**config.mk**
```make
export PLATFORM = sky130hd
export DESIGN_NAME = repeated_marker_deframer_core
export DESIGN_NICKNAME = d
export VERILOG_FILES = /design/src/hw/rtl/rmd_pkg.sv /design/src/hw/rtl/rmd_ctrl.sv /design/src/hw/rtl/rmd_dp.sv /design/src/hw/rtl/repeated_marker_deframer_core.sv
export SDC_FILE = /design/constraint.sdc
export NUM_CORES = 1
export LEC_CHECK = 0
export BUFFER_PORTS_ARGS = -buffer_cell sky130_fd_sc_hd__buf_4
export CELL_PAD_IN_SITES_DETAIL_PLACEMENT = 1
export CELL_PAD_IN_SITES_GLOBAL_PLACEMENT = 1
export CORE_AREA = 2 2 188 190
export DETAILED_ROUTE_END_ITERATION = 12
export DIE_AREA = 0 0 190 192
export PLACE_DENSITY = 0.73
export SETUP_SLACK_MARGIN = 0.4
export SLEW_MARGIN = 20
export SYNTH_ARGS = -nofsm -noshare
export SYNTH_HDL_FRONTEND = slang
export SYNTH_SLANG_ARGS = --single-unit
export TNS_END_PERCENT = 20
```
**constraint.sdc**
```tcl
create_clock -name clk -period 6.89 [get_ports clk]
set_input_delay 0.689 -clock clk [delete_from_list [all_inputs] [get_ports clk]]
set_output_delay 0.689 -clock clk [all_outputs]
set_load 0.01 [all_outputs]
```
**src/hw/rtl/rmd_pkg.sv**
```systemverilog
// ----------------------------------------------------------------------------
// rmd_pkg
// Shared codes and controller/datapath interface types for the repeated
// marker deframer.
// ----------------------------------------------------------------------------
package rmd_pkg;

  // Configuration register indexes
  localparam logic [1:0] CFG_START_MARKER  = 2'd0;
  localparam logic [1:0] CFG_END_MARKER    = 2'd1;
  localparam logic [1:0] CFG_MARKER_REPEAT = 2'd2;

  // Result status codes
  localparam logic [1:0] STATUS_PAYLOAD  = 2'd0;
  localparam logic [1:0] STATUS_EMPTY    = 2'd1;
  localparam logic [1:0] STATUS_OVERFLOW = 2'd2;

  // Controller to datapath
  typedef struct packed {
    logic step;       // input byte transferred this cycle
    logic load_stat;  // load the pending status result into the output register
    logic load_byte;  // load the next buffered payload byte into the output register
  } rmd_cmd_t;

  // Datapath to controller
  typedef struct packed {
    logic ev_status;  // this byte ends a frame with a single status result
    logic ev_payload; // this byte ends a frame with buffered payload
    logic out_free;   // output register can take a result this cycle
    logic rd_last;    // pointer sits on the final payload byte
  } rmd_stat_t;

endpackage

```
**src/hw/rtl/rmd_ctrl.sv**
```systemverilog
// ----------------------------------------------------------------------------
// rmd_ctrl
// Sequencer: takes input bytes, then drains a status result or payload burst.
// ----------------------------------------------------------------------------
module rmd_ctrl (
  input  logic              clk,
  input  logic              rst,
  input  logic              in_valid,
  output logic              in_ready,
  input  rmd_pkg::rmd_stat_t stat,
  output rmd_pkg::rmd_cmd_t  cmd
);
  import rmd_pkg::*;

  typedef enum logic [2:0] {
    S_IDLE = 3'b001,
    S_STAT = 3'b010,
    S_READ = 3'b100
  } state_t;

  state_t state;
  state_t state_next;

  always_ff @(posedge clk) begin
    if (rst) begin
      state <= S_IDLE;
    end else begin
      state <= state_next;
    end
  end

  always_comb begin
    state_next    = state;
    in_ready      = 1'b0;
    cmd.step      = 1'b0;
    cmd.load_stat = 1'b0;
    cmd.load_byte = 1'b0;
    unique case (state)
      S_IDLE: begin
        in_ready = 1'b1;
        cmd.step = in_valid;
        if (in_valid && stat.ev_status) begin
          state_next = S_STAT;
        end else if (in_valid && stat.ev_payload) begin
          state_next = S_READ;
        end
      end
      S_STAT: begin
        cmd.load_stat = stat.out_free;
        if (stat.out_free) begin
          state_next = S_IDLE;
        end
      end
      S_READ: begin
        cmd.load_byte = stat.out_free;
        if (stat.out_free && stat.rd_last) begin
          state_next = S_IDLE;
        end
      end
      default: begin
        state_next = S_IDLE;
      end
    endcase
  end

endmodule

```
**src/hw/rtl/rmd_dp.sv**
```systemverilog
// ----------------------------------------------------------------------------
// rmd_dp
// Datapath: configuration registers, marker run tracking, frame buffer and
// output register.
// ----------------------------------------------------------------------------
module rmd_dp #(
  parameter int BUFFER_DEPTH = 32,
  parameter int MAX_REPEAT   = 8
) (
  input  logic               clk,
  input  logic               rst,
  input  logic               cfg_valid,
  input  logic [1:0]         cfg_index,
  input  logic [7:0]         cfg_data,
  input  logic [7:0]         rx_byte,
  input  logic               out_ready,
  output logic               out_valid,
  output logic [7:0]         payload_byte,
  output logic [1:0]         frame_status,
  output logic               last_of_frame,
  input  rmd_pkg::rmd_cmd_t  cmd,
  output rmd_pkg::rmd_stat_t stat
);
  import rmd_pkg::*;

  localparam int RUN_W = $clog2(MAX_REPEAT + 1);
  localparam int CNT_W = $clog2(BUFFER_DEPTH + 1);
  localparam int IDX_W = $clog2(BUFFER_DEPTH);
  localparam int LEN_W = (CNT_W > RUN_W) ? CNT_W : RUN_W;

  // Configuration
  logic [7:0] start_marker;
  logic [7:0] end_marker;
  logic [3:0] marker_repeat;

  // Framing state
  logic             in_frame;
  logic [RUN_W-1:0] marker_run;
  logic [CNT_W-1:0] byte_count;

  // Readout
  logic [7:0]       frame_buffer [BUFFER_DEPTH];
  logic [7:0]       rd_data;
  logic [IDX_W-1:0] rd_ptr;
  logic [IDX_W-1:0] rd_addr;
  logic [IDX_W-1:0] len_m1;
  logic [1:0]       stat_code;

  // Step evaluation
  logic [3:0]       rep_raw;
  logic [RUN_W-1:0] rep;
  logic [RUN_W-1:0] run_inc;
  logic [CNT_W-1:0] cnt_inc;
  logic [LEN_W-1:0] cnt_ext;
  logic [LEN_W-1:0] rep_ext;
  logic [LEN_W-1:0] frame_len;
  logic             overflow;
  logic             frame_end;
  logic             buf_wr;

  always_ff @(posedge clk) begin
    if (rst) begin
      start_marker  <= 8'd0;
      end_marker    <= 8'hFF;
      marker_repeat <= 4'd1;
    end else if (cfg_valid) begin
      unique case (cfg_index)
        CFG_START_MARKER:  start_marker  <= cfg_data;
        CFG_END_MARKER:    end_marker    <= cfg_data;
        CFG_MARKER_REPEAT: marker_repeat <= cfg_data[3:0];
        default: ;
      endcase
    end
  end

  always_comb begin
    rep_raw = marker_repeat;
    if (rep_raw == 4'd0) begin
      rep_raw = 4'd1;
    end
    if (rep_raw > 4'(MAX_REPEAT)) begin
      rep_raw = 4'(MAX_REPEAT);
    end
    rep       = RUN_W'(rep_raw);
    run_inc   = marker_run + RUN_W'(1);
    cnt_inc   = byte_count + CNT_W'(1);
    cnt_ext   = LEN_W'(cnt_inc);
    rep_ext   = LEN_W'(rep);
    frame_len = (cnt_ext >= rep_ext) ? (cnt_ext - rep_ext) : '0;
    overflow  = in_frame && (byte_count >= CNT_W'(BUFFER_DEPTH));
    buf_wr    = cmd.step && in_frame && !overflow;
    frame_end = in_frame && !overflow && (rx_byte == end_marker) && (run_inc >= rep);
  end

  assign stat.ev_status  = overflow || (frame_end && (frame_len == '0));
  assign stat.ev_payload = frame_end && (frame_len != '0);
  assign stat.out_free   = !out_valid || out_ready;
  assign stat.rd_last    = (rd_ptr == len_m1);

  // Hunt for markers, count frame bytes and marker runs
  always_ff @(posedge clk) begin
    if (rst) begin
      in_frame   <= 1'b0;
      marker_run <= '0;
      byte_count <= '0;
    end else if (cmd.step) begin
      if (!in_frame) begin
        if (rx_byte == start_marker) begin
          if (run_inc >= rep) begin
            in_frame   <= 1'b1;
            marker_run <= '0;
            byte_count <= '0;
          end else begin
            marker_run <= run_inc;
          end
        end else begin
          marker_run <= '0;
        end
      end else if (overflow || frame_end) begin
        in_frame   <= 1'b0;
        marker_run <= '0;
        byte_count <= '0;
      end else begin
        byte_count <= cnt_inc;
        marker_run <= (rx_byte == end_marker) ? run_inc : '0;
      end
    end
  end

  always_ff @(posedge clk) begin
    if (cmd.step) begin
      stat_code <= overflow ? STATUS_OVERFLOW : STATUS_EMPTY;
      len_m1    <= IDX_W'(frame_len - LEN_W'(1));
    end
  end

  always_ff @(posedge clk) begin
    if (buf_wr) begin
      frame_buffer[byte_count[IDX_W-1:0]] <= rx_byte;
    end
  end

  // Read address runs one ahead so rd_data always holds the byte at rd_ptr
  always_comb begin
    if (cmd.step) begin
      rd_addr = '0;
    end else if (cmd.load_byte) begin
      rd_addr = rd_ptr + IDX_W'(1);
    end else begin
      rd_addr = rd_ptr;
    end
  end

  always_ff @(posedge clk) begin
    rd_data <= frame_buffer[rd_addr];
  end

  always_ff @(posedge clk) begin
    if (rst) begin
      rd_ptr <= '0;
    end else begin
      rd_ptr <= rd_addr;
    end
  end

  // Output register
  always_ff @(posedge clk) begin
    if (rst) begin
      out_valid <= 1'b0;
    end else if (cmd.load_stat || cmd.load_byte) begin
      out_valid <= 1'b1;
    end else if (out_ready) begin
      out_valid <= 1'b0;
    end
  end

  always_ff @(posedge clk) begin
    if (cmd.load_stat) begin
      payload_byte  <= 8'd0;
      frame_status  <= stat_code;
      last_of_frame <= 1'b1;
    end else if (cmd.load_byte) begin
      payload_byte  <= rd_data;
      frame_status  <= STATUS_PAYLOAD;
      last_of_frame <= stat.rd_last;
    end
  end

endmodule

```
**src/hw/rtl/repeated_marker_deframer_core.sv**
```systemverilog
// ----------------------------------------------------------------------------
// repeated_marker_deframer_core
// Byte deframer that opens a frame on a repeated start marker, buffers the
// frame, and releases its payload when a repeated end marker closes it.
// ----------------------------------------------------------------------------
// Rate: a byte that does not close a frame does not hold the input, so bytes
// are transferred back to back while a frame is being collected. A byte that
// completes an empty frame, or arrives with the buffer full, holds the input
// while its status result goes to the output register, longer if the sink
// stalls. A byte that completes a frame with payload bytes holds the input
// until all of them have gone out: the frame buffer has a single read
// port and the burst leaves it one byte per cycle, fewer if the sink stalls.
// The buffer holds BUFFER_DEPTH bytes including the trailing end markers; a
// byte arriving when it is full aborts the frame with an overflow status. The
// buffer needs no clearing pass: only bytes written in the current frame are
// ever read. Configuration writes are taken in any cycle but must only be
// issued while the block is idle.
module repeated_marker_deframer_core #(
  parameter int BUFFER_DEPTH = 32,
  parameter int MAX_REPEAT   = 8
) (
  input  logic       clk,
  input  logic       rst,
  // configuration write channel
  input  logic       cfg_valid,
  output logic       cfg_ready,
  input  logic [1:0] cfg_index,
  input  logic [7:0] cfg_data,
  // received bytes
  input  logic       in_valid,
  output logic       in_ready,
  input  logic [7:0] rx_byte,
  // frame results
  output logic       out_valid,
  input  logic       out_ready,
  output logic [7:0] payload_byte,
  output logic [1:0] frame_status,
  output logic       last_of_frame
);
  import rmd_pkg::*;

  rmd_cmd_t  cmd;
  rmd_stat_t stat;

  // Registers are always writable
  assign cfg_ready = 1'b1;

  // Sequencer: accept, then drain status or payload
  rmd_ctrl u_ctrl (
    .clk      (clk),
    .rst      (rst),
    .in_valid (in_valid),
    .in_ready (in_ready),
    .stat     (stat),
    .cmd      (cmd)
  );

  // Marker tracking, frame buffer and output register
  rmd_dp #(
    .BUFFER_DEPTH (BUFFER_DEPTH),
    .MAX_REPEAT   (MAX_REPEAT)
  ) u_dp (
    .clk           (clk),
    .rst           (rst),
    .cfg_valid     (cfg_valid),
    .cfg_index     (cfg_index),
    .cfg_data      (cfg_data),
    .rx_byte       (rx_byte),
    .out_ready     (out_ready),
    .out_valid     (out_valid),
    .payload_byte  (payload_byte),
    .frame_status  (frame_status),
    .last_of_frame (last_of_frame),
    .cmd           (cmd),
    .stat          (stat)
  );

endmodule

```
# Word level (Yosys, flattened, before mapping)
# Memory sizes are Yosys's and may differ from the RTL's. A register that Yosys moved wholly into a read port is not among the register bits.
# Cells that the tools add are included.
[classes]
n_addsub = 5
n_mul = 0
div = 0
magnitude_cmp = 4
eq_ne = 11
n_shift = 0
mux = 34
n_bitwise = 0
reduce_logical = 30
[op_table]
columns = ["op", "count"]
rows = [
  ["$mux 6", 5],
  ["$mux 4", 7],
  ["$eq 8x8->1", 2],
  ["$mux 1", 12],
  ["$mux 3", 4],
  ["$logic_and 1x1->1", 11],
  ["$mux 5", 2],
  ["$pmux 3 s3", 1],
  ["$reduce_bool 2->1", 4],
  ["$add 6x1->6 const B", 1],
  ["$ge 6x4->1", 1],
  ["$ge 6x6->1 const B", 1],
  ["$logic_not 6->1", 1],
  ["$mux 2", 3],
  ["$reduce_and 2->1", 3],
  ["$reduce_and 3->1", 2],
  ["$reduce_bool 6->1", 1],
  ["$sub 6x4->6", 1],
  ["$add 5x1->5 const B", 1],
  ["$eq 5x5->1", 1],
  ["$sub 5x1->5 const B", 1],
  ["$add 4x1->4 const B", 1],
  ["$ge 4x4->1", 1],
  ["$gt 4x4->1 const B", 1],
  ["other kinds (11)", 16],
]
[totals]
reg_bits = 58
latch_bits = 0
ram_bits = 256
romBits = 0
input_bits = 23
output_inout_bits = 14
wordCells = 99
mem_count = 1
[memory_table]
columns = ["memory", "depth", "word_bits", "rd", "rd_ports_with_merged_regs", "write_ports", "line", "rtl"]
rows = [
  ["u_dp.frame_buffer", 32, 8, 1, 1, 1, "rmd_dp.sv:42", "logic [7:0] frame_buffer [BUFFER_DEPTH];"],
]

# Longest topological paths before layout
# Gate-level depths: netlist of the first run.
[logic_depth]
word_depth = 12
mapped_depth = 15
depth_no_buf = 15

# Cells and area by module
# A second synthesis of the first run with hierarchy kept.
[unflattened]
hier_cells = 1304
area_unflattened_um2 = 14976.9
[by_module_without_submodules]
columns = ["module", "n_inst", "cells_each", "area_each_um2", "seq_area_each_um2"]
rows = [
  ["rmd_dp", 1, 1282, 14774.2, 9038.7],
  ["rmd_ctrl", 1, 20, 191.4, 60.1],
  ["repeated_marker_deframer_core", 1, 2, 11.3, 0.0],
]

# Worst setup path after synthesis of the first run
# Ideal clock, no wire load.
[synth_path]
kind = "register -> register"
startpoint = "register u_dp.byte_count[0]"
endpoint = "register u_ctrl.state[2]"
arrival_time_ps = 2877
path_slack_ps = 3918
path_stages_with_launch = 16
n_path_buf = 0
period_less_slack_ps = 2972
path_cell_list = "dfxtp_1 inv_1 ha_1 inv_1 fa_1 nor2b_1 o21a_1 nor2_1 o2111a_1 or2_2 ha_1 inv_1 a31oi_1 nand2_1 o2111ai_1 a221oi_1"
[synth_between]
elab_chain_cells = 11
elab_cells_between_ends = 21
classes_between = "add/sub (2); order compare (2); eq/ne (1); mux (3); reduce/logical (13)"
[synth_rtl]
columns = ["item", "line", "rtl"]
rows = [
  ["start: declaration", "rmd_dp.sv:39", "logic [CNT_W-1:0] byte_count;"],
  ["start signal: assignment", "rmd_dp.sv:124", "byte_count <= cnt_inc;"],
  ["parallel branches: the longest is 11 deep, another holds $add 6x1->6", "-", ""],
  ["end signal: assignment", "rmd_ctrl.sv:28", "state <= state_next;"],
  ["end: declaration", "rmd_ctrl.sv:21", "state_t state;"],
]
# Several ways; the timed one is not identified.
# A chain may end at the register's enable or synchronous reset.

# Final worst setup path of the first run
[layout_path]
startpoint = "register u_ctrl.state[0]"
endpoint = "register u_dp.rd_data[5] (read register of u_dp.frame_buffer)"
[layout_between]
elab_chain_cells = 4
elab_cells_between_ends = 6
classes_between = "eq/ne (2); mux (4)"
[layout_rtl]
columns = ["item", "line", "rtl"]
rows = [
  ["$eq 3x3->1", "rmd_ctrl.sv:38", "unique case (state)"],
  ["$mux 1", "rmd_ctrl.sv:38", ""],
  ["$mux 5", "rmd_dp.sv:147", "end else if (cmd.load_byte) begin"],
  ["$mux 5 *", "rmd_dp.sv:145", "if (cmd.step) begin"],
  ["end: declaration", "rmd_dp.sv:43", "logic [7:0] rd_data;"],
]
# Mark *: on every way between the ends. The rest lies on a longest branch, timed or not.

==> results by group, run 1 <==
STA
  – Final hold vios: 0
  – Final Setup Violations: 0
  – Setup TNS: 0 ns
  – Tcrit/Tclk final: between 60 and 70%
  – Max-slew headroom: 24.4%
  – Final Max Slew Viols: 0
  – Fmax: between 200 and 250 MHz
  – Slew @ Worst Pin: ~1.1 ns
  – Min Hold Slack: 0.397 ns
  – Tmin final: approximately 4.1 ns
  – RSZ-0062 raised after global routing: no
  – Post-route clock skew: between 0.02 and 0.03 ns

Final layout
  – Post-layout util: roughly 45%
  – Combined area of the multi-input logic cells: 0.00420 mm²
  – Seq. cell area: around 0.009 mm²
  – # nets final: ~1100
  – Fin cells: 1572
  – # diodes: 0
  – Commonest non-fill, non-tap cells in the layout: edfxtp_1, nand2_1, nor2_1, nand3_1, dfxtp_1
  – Share of cells above drive strength 1: between 10% and 20%
  – Fillers: ~3500
  – Synthesis-to-layout area growth: 12.7%
  – Commonest non-fill, non-tap cell in the layout: edfxtp_1

Logic synthesis
  – Syn Area/Cell: between 10 and 15 µm²
  – Post-Synthesis Cells: approximately 1100
  – Post-synthesis cell area: about 0.014 mm²
  – Sequential element share of the synthesized area: about 67%
  – Register bit total from synthesis: about 320
  – Yosys cell types: 78
  – Number of synthesized flops with an enable pin: roughly 270
  – Synth Net Count: roughly 1100
  – Top FF cell, synth: edfxtp_1
  – Ys Warns: 0
  – Ys async rst share: 0%

Power
  – Comb power frac: between 3 and 4%
  – Net Sw Power: 846 µW
  – PD cells: between 200 and 300 mW/mm²
  – Leakage: between 5 and 6 nW
  – Peak VDD IR: roughly 0.00016 V
  – Net Sw Frac: between 20% and 30%
  – Power Internal: approximately 3.2 mW
  – Share of power burned in registers: between 50% and 60%
  – Total power draw: just over 4 mW
  – Clk pwr share: 44.4%

Setup path
  – Flop2flop setup slack: 2.75 ns
  – Worst setup SP type: flip-flop
  – Worst R2R End: u_dp.rd_data[5]
  – Reg2reg path depth: 7
  – Crit Reg-Reg Startpoint: u_ctrl.state[0]
  – Worst path arrival time: approximately 4.6 ns
  – Setup crit end kind: flip-flop
  – CP Class: reg2reg
  – CP Data Required Time: approximately 7.4 ns
  – Worst-path maximum fanout: 70

Floorplan
  – Die width: 190 µm
  – Die ar.: roughly 0.036 mm²
  – Site row count: between 60 and 70
  – I/O pin count: 37
  – Die Height: about 190 µm
  – Core area: between 0.03 and 0.04 mm²
  – Initial Utilization: between 30% and 40%

Clock tree
  – CTS tree: built
  – Clock tree sinks: around 320
  – Clk Latency, worst-skew pair: 0.53 ns
  – Total number of H-tree levels: 2
  – Worst-path clk slew: 0.06 ns
  – Number of buffers created by CTS: 35
  – Number of gates resized after cts: 0
  – Clock Tree Buf Depth: 3
  – CTS root buffer: clkbuf_16
  – Hold Buf Count CTS: 0
  – Post-CTS setup buffers: 0

Global route
  – GRT Util Overall: between 20% and 30%
  – Largest net degree at the start of global routing: 71
  – GRT overflow: 0
  – Vias in the first global route: 9332
  – First-pass GRT wire length: 56.2 mm
  – Initial antenna violation count: 1

Placement
  – Port Buffers: 35
  – DP Cell Count: 1513
  – Routability Congestion: ~0.83
  – DP Wirelength: approximately 23 mm

Route
  – Initial DRT Pass Iterations: 6
  – Final ANT Viol Nets: 0
  – Routed Wire Length: ~36 mm
  – Total number of vias: roughly 8900
  – Initial DRC Count: approximately 710
  – Vias per cell: 5.66
  – Wirelength per Cell: 23.1 µm
  – Drt drc: 0

Worst hold path
  – Hold endpoint: u_dp.end_marker[6]
  – Tightest Hold Check Type: in2reg
  – Hold_sp: cfg_data[6]
  – Hold path cells: 3

Run status
  – Status: completed

Flow run
  – Number of max-cap violations: 0
## flip-flops by register name, summed over array words and instances (netlist names)
signal              cells
u_ctrl.state            3
u_dp.len_m1             5
u_dp.marker_run         4
u_dp.payload_byte       8
u_dp.in_frame           1
u_dp.rd_ptr             5
u_dp.start_marker       8
u_dp.rd_data            8
u_dp.byte_count         6
u_dp.stat_code          2
u_dp.end_marker         8
u_dp.out_valid          1
u_dp.frame_buffer     256
u_dp.marker_repeat      4
u_dp.frame_status       2
u_dp.last_of_frame      1
## layer usage
layer | vias to the layer above | wire length (µm) | global-route usage (%)
li1 | 4024 | - | -
met1 | 4568 | 16000 | 27.4
met2 | 245 | 17800 | 34.3
met3 | 60 | 1620 | 2.54
met4 | 0 | 930 | 6.11
met5 | - | 0 | 0
## synth_stat cells, types with 16 or more instances
master,number,area (µm²)
nor2_1,78,293
edfxtp_1,265,7960
buf_2,25,125
nand2_1,191,717
a32oi_1,33,289
nand4_1,44,275
nand3_1,64,320
inv_1,16,60.1
xor2_1,24,210
dfxtp_1,57,1140
mux2i_1,55,551
## power by group through the flow
| stage | clock, mW | sequential [mW] | combinational, mW |
|---|---|---|---|
| after floorplan | 0 | 2.17 | 0.0677 |
| after global placement | 0 | 2.17 | 0.121 |
| after detailed placement | 0 | 2.17 | 0.126 |
| after CTS | 1.81 | 2.13 | 0.127 |
| after global routing | 1.89 | 2.13 | 0.140 |
| final | 1.80 | 2.13 | 0.126 |
## cell families after synthesis
family                     share of synthesized area (%)
muxes                                               4.48
xor gates and xnor gates                            2.24
and+or+nand+nor                                     15.9
AOI/OAI and AO/OA                                   6.62
other                                             0.0275
DFF                                                 66.8
adders and majority gates                           1.34
buffers and inverters                               2.68
## how the worst max path moves through the flow
stage	startpoint	to	slack, ns	cells past startpoint
after floorplan	u_dp.byte_count[0]	u_ctrl.state[2]	3.92	15
final	u_ctrl.state[0]	u_dp.rd_data[5]	2.75	7
after CTS	u_ctrl.state[0]	u_dp.rd_data[0]	2.79	8
after detailed placement	u_ctrl.state[0]	u_dp.rd_data[0]	2.78	8
after global routing	u_ctrl.state[0]	u_dp.rd_data[0]	2.48	8
after global placement	in_valid	u_dp.rd_data[7]	2.82	8
## worst max-delay path: stages, from the launching register on
cell and delay (ns):
dfxtp_1 0.75, nand4bb_1 0.80, o311ai_4 0.44, nand2_4 0.66, mux2i_1 0.31, a222oi_1 0.61
nand4_1 0.29, nand4_1 0.15
## stage by stage
step / cell area [µm²] / setup WS [ns]
CTS: 15300 / 2.79
detailed placement: 14300 / 2.78
global placement: 14300 / 2.82
floorplan: 13600 / 3.92
finish: 15400 / 2.75
global route: 15400 / 2.48
## cell type report
cell class,instances,share of cell area (%)
timing repair buffer,45,2.20
sequential,322,59.3
inverter,18,0.440
clock inverter,14,0.880
tap,455,3.71
clock buffer,45,6.15
multi-input combinational,673,27.4
Note: power is estimated with default switching activity, not from simulation.
==> inputs of run 2 (changes only) <==
- ABC_AREA: unset -> 1
- CORE_AREA: 2 2 188 190 -> 2 2 189 191
- DIE_AREA: 0 0 190 192 -> 0 0 191 193
- PLACE_DENSITY: 0.73 -> 0.74
- clock period: 6.89 -> 4.3 ns (I/O delays scaled with it)
==> run 2 against run 1 <==
Cell area is 0.54% higher. Non-clock buffer count is 4 lower. Combinational power grew to 5.7 times the previous value. Core utilization is 0.63 points lower. Hold slack worse by 0.26 ns. Area after synthesis is 0.86% higher. Worst setup slack worse by 1.6 ns. Power is 76% higher. Clock power is 58% higher. Clock skew is 0.015 ns lower. Maximum frequency is 31% higher. First-iteration DRC count is 7.2% higher. Critical path type unchanged.
==> results by group, run 2 <==
Logic synthesis
  – Count leader, synth: edfxtp_1
  – Top FF cell, synth: edfxtp_1
  – Register bit total from synthesis: 322 (unchanged)
  – Synth area leaders: edfxtp_1, dfxtp_1, nor2_1
  – Largest area contributor in the netlist: edfxtp_1
  – Post-synthesis cell area: 0.0137 mm² (+0.86%)
  – Post-Synthesis Cells: 1289 (+21%)
  – Ys Warns: 0 (unchanged)
  – Yosys cell types: 39 (-50%)
  – Synth top area share: 57.9% (-0.50 points)
  – Synth Net Count: 1326 (+20%)
  – Ys async rst share: 0% (unchanged)
  – Syn Area/Cell: 10.7 µm² (-17%)
  – Top cells by count, synth: edfxtp_1, nor2_1, nand3_1, inv_1, nand2_1
  – Number of synthesized flops with an enable pin: 265 (unchanged)
  – Sequential element share of the synthesized area: 66.2% (-0.57 points)

Route
  – Initial DRT Pass Iterations: 5 (-1)
  – Vias per cell: 5.31 (-6.1%)
  – Initial DRC Count: 758 (+7.2%)
  – Total number of vias: 9538 (+7.2%)
  – Wirelength per Cell: 20.4 µm (-12%)
  – Drt drc: 0 (unchanged)
  – Final ANT Viol Nets: 0 (unchanged)
  – Routed Wire Length: 36.7 mm (+1.0%)

STA
  – Fmax: 316 MHz (+31%)
  – Setup TNS: 0 ns (unchanged)
  – Post-route clock skew: 0.0115 ns (-0.0146 ns)
  – Slew @ Worst Pin: 1.04 ns (-0.0973 ns)
  – RSZ-0062 raised after global routing: no
  – Tcrit/Tclk final: 73.5% (+13 points)
  – Final Max Slew Viols: 0 (unchanged)
  – Tmin final: 3.16 ns (-0.980 ns)
  – Final setup margin: 1.14 ns (-1.61 ns)
  – Final hold vios: 0 (unchanged)
  – Max-slew headroom: 30.8% (+6.4 points)
  – Final Setup Violations: 0 (unchanged)

Clock tree
  – CTS root buffer: clkbuf_16
  – Number of buffers created by CTS: 34 (-2.9%)
  – Post-CTS setup buffers: 0 (unchanged)
  – Clock Tree Buf Depth: 3 (unchanged)
  – Hold Buf Count CTS: 0 (unchanged)
  – Number of gates resized after cts: 0 (unchanged)
  – Clock tree sinks: 322 (unchanged)
  – CTS tree: built
  – Clk Latency, worst-skew pair: 0.52 ns (about the same)
  – Worst-path clk slew: 0.06 ns (about the same)
  – Total number of H-tree levels: 2 (unchanged)

Worst hold path
  – Tightest Hold Check Type: in2reg

Placement
  – Placement Setup Slack: 1.16 ns (-1.62 ns)
  – Area post-placement: 0.0144 mm² (+0.68%)
  – DP Wirelength: 22.6 mm (-2.2%)
  – Routability Congestion: 0.832 (+0.22%)
  – Port Buffers: 35 (unchanged)

Setup path
  – Setup crit end kind: flip-flop
  – Worst-path maximum fanout: 7 (-90%)
  – Worst path arrival time: 3.57 ns (-1.03 ns)
  – CP Class: reg2reg
  – Worst setup SP type: flip-flop
  – CP Data Required Time: 4.71 ns (-2.64 ns)

Global route
  – Vias in the first global route: 9938 (+6.5%)
  – Largest net degree at the start of global routing: 194 (+170%)
  – GRT Util Overall: 20.4% (+0.10 points)
  – Initial antenna violation count: 0 (-1)
  – GRT overflow: 0 (unchanged)
  – First-pass GRT wire length: 56.8 mm (+0.99%)

Floorplan
  – Die Height: 193 µm (+0.52%)
  – Core area: 0.0350 mm² (+2.0%)
  – Site row count: 69 (+1.5%)
  – I/O pin count: 37 (unchanged)
  – Die width: 191 µm (+0.53%)
  – Initial Utilization: 39.3% (-0.43 points)
  – Die ar.: 0.0369 mm² (+1.0%)

Power
  – Leakage: 5.60 nW (+11%)
  – PD cells: 462 mW/mm² (+75%)
  – Peak VDD IR: 0.000333 V (+100%)

Final layout
  – # diodes: 0 (unchanged)
  – Post-layout util: 44.2% (-0.63 points)
  – Final non-filler cell area: 0.0154 mm² (+0.54%)
  – Commonest non-fill, non-tap cell in the layout: edfxtp_1
  – Share of cells above drive strength 1: 8.47% (-1.8 points)
  – Synthesis-to-layout area growth: 12.3%
  – Commonest non-fill, non-tap cells in the layout: edfxtp_1, nor2_1, nand3_1, inv_1, nand2_1
  – Number of flip-flops in the largest register: 256 (unchanged)
  – # nets final: 1346 (+19%)

Flow run
  – Number of max-cap violations: 0 (unchanged)

Run status
  – Status: completed
## run 2: report_power, final
| group | internal, mW | switching (mW) | total (mW) |
|---|---|---|---|
| registers | 3.48 | 0.0814 | 3.56 |
| clock network | 1.67 | 1.18 | 2.85 |
| logic | 0.254 | 0.466 | 0.720 |
## run 2: per-layer routing
layer	share of wire [%]	up-vias	GRT usage, %	routed length [µm]
met5	0	-	0	0
met4	3.2	0	7.66	1190
met3	5.3	62	3.26	1940
met2	49	234	34.3	17800
met1	43	4756	26.6	15800
li1	-	4486	-	-
## run 2: cell type report
cell class              count  area, µm²
clock buffers              48        955
clock inverters            13        111
fillers                  3867      19500
inverters                 131        494
multi-input cells         779       3870
flip-flops and latches    322       9100
well taps                 461        577
repair buffers             41        333
## run 2: cell families after synthesis
logic type	count (synthesis)	synth area share, %
compound gates	253	9.76
buf+inv	188	5.77
fa+ha+maj	14	1.33
flops	322	66.2
simple gates	487	15.4
other cells	1	0.0273
xor+xnor	24	1.53
## run 2: worst paths after layout
check / startpoint / endpoint / slack, ns / depth (start not counted)
hold reg to reg: u_dp.rd_data[1] / u_dp.payload_byte[1] / 0.45 / 1
setup / recovery: u_dp.byte_count[0] / u_ctrl.state[2] / 1.14 / 22
setup reg to reg: u_dp.byte_count[0] / u_ctrl.state[2] / 1.14 / 22
hold / removal: cfg_data[7] / u_dp.end_marker[7] / 0.13 / 3
## run 2: critical path: stages (launching register included)
cell     delay, ns
dfxtp_1       0.45
ha_1          0.25
nand2_1       0.08
inv_1         0.10
nor2_1        0.07
ha_1          0.34
nand2_1       0.09
nor2_1        0.04
nor2_1        0.12
nand2_1       0.10
nor2_1        0.12
nand2_1       0.13
o21ai_0       0.20
ha_1          0.26
nand2_1       0.08
nor2_2        0.13
nand4_1       0.10
nand2_1       0.12
nand2_1       0.09
nand2_1       0.06
nor2_1        0.04
nand2_1       0.07
inv_1         0.04
## run 2: stage by stage
stage	instances	hold slack (ns)	total power, mW
after global placement	1734	0.435	4.33
after floorplan	1289	0.426	4.04
final	1795	0.133	7.13
after global routing	1795	0.140	7.39
after CTS	1795	0.117	7.20
after detailed placement	1734	0.439	4.35
